==> config.mk <==
export PLATFORM = sky130hd
export DESIGN_NAME = nps_ctrl
export DESIGN_NICKNAME = d
export VERILOG_FILES = /design/src/rtl/nps_pkg.sv /design/src/rtl/nps_ctrl.sv
export SDC_FILE = /design/constraint.sdc
export NUM_CORES = 1
export LEC_CHECK = 0
export ABC_AREA = 1
export BUFFER_PORTS_ARGS = -buffer_cell sky130_fd_sc_hd__buf_2
export CORE_MARGIN = 2
export CORE_UTILIZATION = 45
export CTS_CLUSTER_DIAMETER = 50
export CTS_CLUSTER_SIZE = 30
export DETAILED_ROUTE_END_ITERATION = 8
export PLACE_DENSITY = 0.81
export RECOVER_POWER = 100
export SLEW_MARGIN = 25
export SYNTH_ARGS = -nofsm -noshare
export SYNTH_HDL_FRONTEND = slang
export SYNTH_SLANG_ARGS = --single-unit
==> constraint.sdc <==
create_clock -name clk -period 2 [get_ports clk]
set_input_delay 0.2 -clock clk [delete_from_list [all_inputs] [get_ports clk]]
set_output_delay 0.2 -clock clk [all_outputs]
set_load 0.02 [all_outputs]
==> src/rtl/nps_pkg.sv <==
// Shared types and constants for the note pattern sequencer.
// No dependencies.
`timescale 1ns / 1ps
package nps_pkg;
	localparam int MAX_STEPS    = 256;
	localparam int NUM_CHANNELS = 5;
	localparam int STEP_W       = $clog2(MAX_STEPS);
	localparam int LOOP_W       = 9;
	localparam int CH_W         = 3;
	localparam int ADDR_W       = CH_W + STEP_W;
	localparam int NOTE_W       = 51;
	localparam int DIV_BITS     = 32;

	localparam logic [1:0] OP_TICK  = 2'd0;
	localparam logic [1:0] OP_WRITE = 2'd1;
	localparam logic [1:0] OP_SEEK  = 2'd2;

	localparam logic [1:0] REG_LOOP   = 2'd0;
	localparam logic [1:0] REG_SPS    = 2'd1;
	localparam logic [1:0] REG_ENABLE = 2'd2;

	localparam logic [2:0] FLAG_PLAY     = 3'h1;
	localparam logic [2:0] FLAG_STACCATO = 3'h2;
	localparam logic [2:0] FLAG_DOUBLE   = 3'h4;

	typedef struct packed {
		logic [2:0]  flags;
		logic [15:0] f0;
		logic [15:0] f1;
		logic [7:0]  v0;
		logic [7:0]  v1;
	} note_t;

	// controller -> datapath
	typedef struct packed {
		logic mem_write;    // store the input note
		logic mem_read;     // read note of rd_ch at current step
		logic [CH_W-1:0] rd_ch;
		logic seek;         // apply seek
		logic normalize;    // fold out-of-range position
		logic div_start;    // start the interpolation divisions
		logic load_out;     // capture result into output register
		logic last;         // result is last of tick
		logic advance;      // advance position by one sample
	} nps_cmd_t;

	// datapath -> controller
	typedef struct packed {
		logic div_done;
	} nps_sts_t;
endpackage

==> src/rtl/nps_ctrl.sv <==
// Controller state machine: sequences writes, seeks and the per-channel tick work.
// Depends on nps_pkg.
`timescale 1ns / 1ps
module nps_ctrl (
	input  logic                         clk,
	input  logic                         arst_n,
	input  logic                         in_valid,
	output logic                         in_stall,
	input  logic [1:0]                   in_opcode,
	input  logic [4:0]                   enable,
	input  logic                         out_busy,
	input  nps_pkg::nps_sts_t            sts,
	output nps_pkg::nps_cmd_t            cmd
);
	typedef enum logic [2:0] {
		ST_IDLE, ST_SCAN, ST_READ, ST_START, ST_DIV, ST_EMIT, ST_ADV
	} state_t;

	state_t                       state_q;
	logic [nps_pkg::CH_W-1:0]     ch_q;
	logic                         accept;
	logic [nps_pkg::NUM_CHANNELS-1:0] en_v;
	logic                         more;

	assign in_stall = (state_q != ST_IDLE);
	assign accept   = in_valid && !in_stall;

	always_comb begin
		en_v = enable[nps_pkg::NUM_CHANNELS-1:0];
		// any enabled channel above ch_q
		more = 1'b0;
		for (int i = 0; i < nps_pkg::NUM_CHANNELS; i++) begin
			if (en_v[i] && (i > int'(ch_q))) more = 1'b1;
		end
	end

	always_comb begin
		cmd = '0;
		cmd.rd_ch = ch_q;
		case (state_q)
			ST_IDLE: begin
				cmd.mem_write = accept && (in_opcode == nps_pkg::OP_WRITE);
				cmd.seek      = accept && (in_opcode == nps_pkg::OP_SEEK);
				cmd.normalize = accept && (in_opcode == nps_pkg::OP_TICK);
			end
			ST_READ:  cmd.mem_read = 1'b1;
			ST_START: cmd.div_start = 1'b1;
			ST_EMIT: begin
				cmd.load_out = !out_busy;
				cmd.last     = !more;
			end
			ST_ADV:   cmd.advance = 1'b1;
			default: ;
		endcase
	end

	always_ff @(posedge clk or negedge arst_n) begin
		if (!arst_n) begin
			state_q <= ST_IDLE;
			ch_q    <= '0;
		end else begin
			case (state_q)
				ST_IDLE: begin
					if (accept && in_opcode == nps_pkg::OP_TICK) begin
						state_q <= ST_SCAN;
						ch_q    <= '0;
					end
				end
				ST_SCAN: begin
					if (en_v[ch_q]) state_q <= ST_READ;
					else if (more) ch_q <= ch_q + 1'b1;
					else state_q <= ST_ADV;
				end
				ST_READ:  state_q <= ST_START;
				ST_START: state_q <= ST_DIV;
				ST_DIV:   if (sts.div_done) state_q <= ST_EMIT;
				ST_EMIT: begin
					if (!out_busy) begin
						if (more) begin
							ch_q    <= ch_q + 1'b1;
							state_q <= ST_SCAN;
						end else begin
							state_q <= ST_ADV;
						end
					end
				end
				ST_ADV:   state_q <= ST_IDLE;
				default:  state_q <= ST_IDLE;
			endcase
		end
	end
endmodule

==> results.txt <==
- The run finished with clean final reports.
- In the routed design, unresolved DRC markers number 0.
* Fill cells: 141
- Of all flip-flops after synthesis, the portion carrying an async set or reset was 100%.
- Die Height: 42.4 µm
- Headroom to the max-slew limit came out at 79.0%.
- Starting density of the core: 49.8%
* Pleak: 0.466 nW
* DRT iter0 DRCs: 11
- In this run the number of H-tree levels came out at 1.
- For met3 alone, demand over resource in global routing was 6.47%.
- Number of buffers added by the clock tree synthesis step: 3
- Of all nets on the critical path, the largest fanout is 8.
- Horiz. Die Dim: 42.4 µm
- Vias per Instance: 4.79
- The startpoint identified for the worst hold timing path is sts.
- Least-Margin Pin Slew: 0.315 ns
* Total setup violations reported at the end of the flow: 0
* Post-synthesis sequential area ratio: 22.6%
- Count of endpoints failing hold in the final timing report: 0
- STA classifies the critical path endpoint as a primary output.
* Highest attainable clock frequency: 537 MHz
* Vias post-DR: 714
- After clock tree synthesis, the clock-pin slew on the worst setup and hold paths is 0.04 ns.
- The number of slew-limit violations in the final report was 0.
- Syn Area/Cell: 6.15 µm²
- Bufs and invs on worst path: 5
- Fraction of layout cells with a size suffix above 1: 26.1%
- Post-synthesis mux area share: 0%
* Number of warnings reported in the yosys synthesis log: 0
- No sink is reached through more buffers than the 2 on the longest clock path.
- The completed layout was analyzed and its total power is 1.23 mW.
- For this design, the sink count on the clock tree is 6.
* Fraction of the mapped netlist area in compound gates: 7.53%
- Across the run, the number of max-cap violations was 0.
* Global-route met1 utilization: 21.1%
- Series of cell instances along the critical path: inv_2 -> ha_1 -> inv_1 -> nand4_1 -> nand3_1 -> inv_1 -> nand2_1 -> inv_1 -> buf_2
- Counting flops with a built-in enable in the synthesized netlist gives 0.
- Synthesis inferred 6 register bits.
- Top FF cell, synth: sky130_fd_sc_hd__dfrtp_1
- FF-to-FF setup slack: 0.46 ns
* Number of top-level pins: 24
- Summed over all nets, the half-perimeter wirelength after detailed placement is 1140 µm.
* Final cycle utilization of the critical path: 93.1%
* Biggest cell delay along the critical path: 0.46 ns
- Remaining antenna violation count after routing: 0
- Number of instances on the worst hold path: 4
- The critical path is of the flop to primary output type.
- Hold Path End: state_q[2]
* Global-route wire length before repair: 2460 µm
- Total die area: 1800 µm²
* Most Frequent Cell on Critical Path: sky130_fd_sc_hd__inv_1
- Number of search-and-repair iterations in the first detailed-routing pass: 4
- The routed design has 1360 µm of wire.
- Startpoint types: flop
- Total track usage: 17.3%
- TritonCTS built the clock tree.
- By area the synthesized netlist is led by sky130_fd_sc_hd__dfrtp_1 23%, sky130_fd_sc_hd__nand2_1 18%, sky130_fd_sc_hd__nor2_4 10%, sky130_fd_sc_hd__inv_1 8.5%, sky130_fd_sc_hd__nand3_1 7.5%.
- For this design the ratio of total power to cell area is 1510 nW/µm².
- Fraction of synthesized cell area taken by the top area cell type: 22.6%
* Core Rows: 13
- The number of setup buffers added after CTS is 0.
- Entering global routing, the biggest net connects 10 pins.
- The tree is rooted in a sky130_fd_sc_hd__clkbuf_4.
- Detailed-route wire length per cell: 9.09 µm
- Post-Syn Nets: 122
- Min Tclk post-route: 1.86 ns
* Req. time, crit path: 1.80 ns
- The number of antenna violations at the first check in global routing is 0.
* Library cell occupying the most area in the post-synthesis netlist: sky130_fd_sc_hd__dfrtp_1
* Synth cell count leaders: 31 x sky130_fd_sc_hd__nand2_1, 15 x sky130_fd_sc_hd__inv_1, 11 x sky130_fd_sc_hd__nor2_1, 10 x sky130_fd_sc_hd__nand3_1, 7 x sky130_fd_sc_hd__inv_2
- The core region is 1330 µm².
- The endpoint identified for the worst register-to-register timing path is state_q[2].
- At the end of routability-driven placement, the weighted congestion stood at 0.798.
* Sum of negative setup slack: 0 ns
- Port buffering added 23 buffers.
- Dominant combinational cell family by area after synthesis: simple AND/OR/NAND/NOR gates
- IR analysis of the VDD net gives a maximum drop of 0.707 mV.
- Kind of path behind the tightest hold check: input pin to flop
- At the worst endpoint, the arrival time is 1.66 ns.
- The cell area that synthesis handed to floorplanning was 664 µm².
- By instance count, the leading cell after synthesis is sky130_fd_sc_hd__nand2_1.
- Total grt overflow: 0
- Worst reg-to-reg path cell count: 10
- The worst register-to-register path begins at ch_q[0].
* Via count of the first global-routing pass: 639
- Clock latency on the worst-skew pair, taken at its later pin, is 0.24 ns.
* Net count, final: 150
- Count of cell types in the netlist: 20
- Slowest-stage cell, CP: sky130_fd_sc_hd__dfrtp_2
* Xor/xnor share of the synthesized area: 0%
- Most Used Layer, Global Route: met2
- Global Route met2 Usage: 30.2%
- Number of instances in the synthesized netlist: 108
- Across the routed clock network, the largest skew measured is 0.000592 ns.
- From synthesis to final layout, the design area changed by 21.8%.
* Kind of cell adding the most delay to the critical path: buffers and inverters
- Setup repair after global routing missed its margin: no
- Adder and majority gate portion of the synthesized area: 3.77%
- Share of synthesized cell area in and, or, nand and nor gates: 52.9%
- Antenna fix cells: 0
==> worst reg2reg max path: stages (launching register included) <==
cell	delay, ns
sky130_fd_sc_hd__dfrtp_2	0.44
sky130_fd_sc_hd__inv_2	0.09
sky130_fd_sc_hd__ha_1	0.20
sky130_fd_sc_hd__inv_1	0.05
sky130_fd_sc_hd__nand4_1	0.08
sky130_fd_sc_hd__nand3_1	0.17
sky130_fd_sc_hd__inv_1	0.08
sky130_fd_sc_hd__nand2_1	0.13
sky130_fd_sc_hd__nand3_1	0.10
sky130_fd_sc_hd__nand2_1	0.07
sky130_fd_sc_hd__nand2_1	0.04
==> per-stage QoR <==
stage	std cells	utilization [%]	cell area, µm²	hold slack [ns]	setup WS (ns)
floorplan	108	-	664	-0.0956	0.438
global placement	145	59.5	793	0.0301	0.408
detailed placement	145	59.5	793	0.0300	0.323
CTS	149	61.9	826	0.272	0.0532
global route	149	60.7	810	0.313	0.0128
finish	149	60.7	810	0.271	0.139
==> timing repair <==
item                       CTS  global route
hold buffers                 1             0
gates resized for setup      0             1
setup endpoints to repair    0             1
hold endpoints to repair     6             0
==> routing by layer <==
metal / vias to the layer above / routed length, µm
li1: 382 / -
met2: 14 / 640
met1: 318 / 637
met4: 0 / 0
met3: 0 / 77
met5: - / 0
==> worst max path at each step <==
| stage | endpoint | start | cells past startpoint | slack, ns |
|---|---|---|---|---|
| 2_1_floorplan | cmd[1] | ch_q[0] | 8 | 0.44 |
| 3_3_place_gp | cmd[1] | ch_q[0] | 9 | 0.41 |
| 3_5_place_dp | cmd[1] | ch_q[0] | 9 | 0.32 |
| 4_1_cts | cmd[1] | ch_q[0] | 9 | 0.05 |
| 5_1_grt | cmd[1] | ch_q[0] | 9 | 0.01 |
| 6_report | cmd[1] | ch_q[0] | 9 | 0.14 |
==> flip-flops by register name (all words and copies together), names as in the netlist <==
name and count:
ch_q 3, state_q 3
==> logic make-up (layout without fill, tap and decap cells) <==
family	Yosys count	count (layout)
and+or+nand+nor	70	70
buffers and inverters	23	49
AOI/OAI and AO/OA	7	7
DFF	6	6
adders and majority gates	2	2
==> layout make-up <==
type | count | area (µm²) | area share (%)
repair buffers | 24 | 113 | 13.9
multi-input cells | 79 | 422 | 52.1
flip-flops and latches | 6 | 151 | 18.7
inverters | 22 | 82.6 | 10.2
clock buffers | 3 | 22.5 | 2.78
well taps | 15 | 18.8 | 2.32
==> where the power goes <==
| part | internal, mW | switching (mW) |
|---|---|---|
| Sequential | 0.176 | 0.0910 |
| Combinational | 0.298 | 0.552 |
| Clock | 0.0676 | 0.0401 |
| Total | 0.542 | 0.683 |
==> layout by cell type (no fill, tap or decap), drive strengths merged, types with 3 or more instances in the layout <==
cell and n:
nand2 36, inv 22, nor3 4, o21ai 4
a21oi 3, buf 13, clkbuf 13, nor2 17
dfrtp 6, nand3 10
No activity file was read; power rests on OpenSTA's default activity.
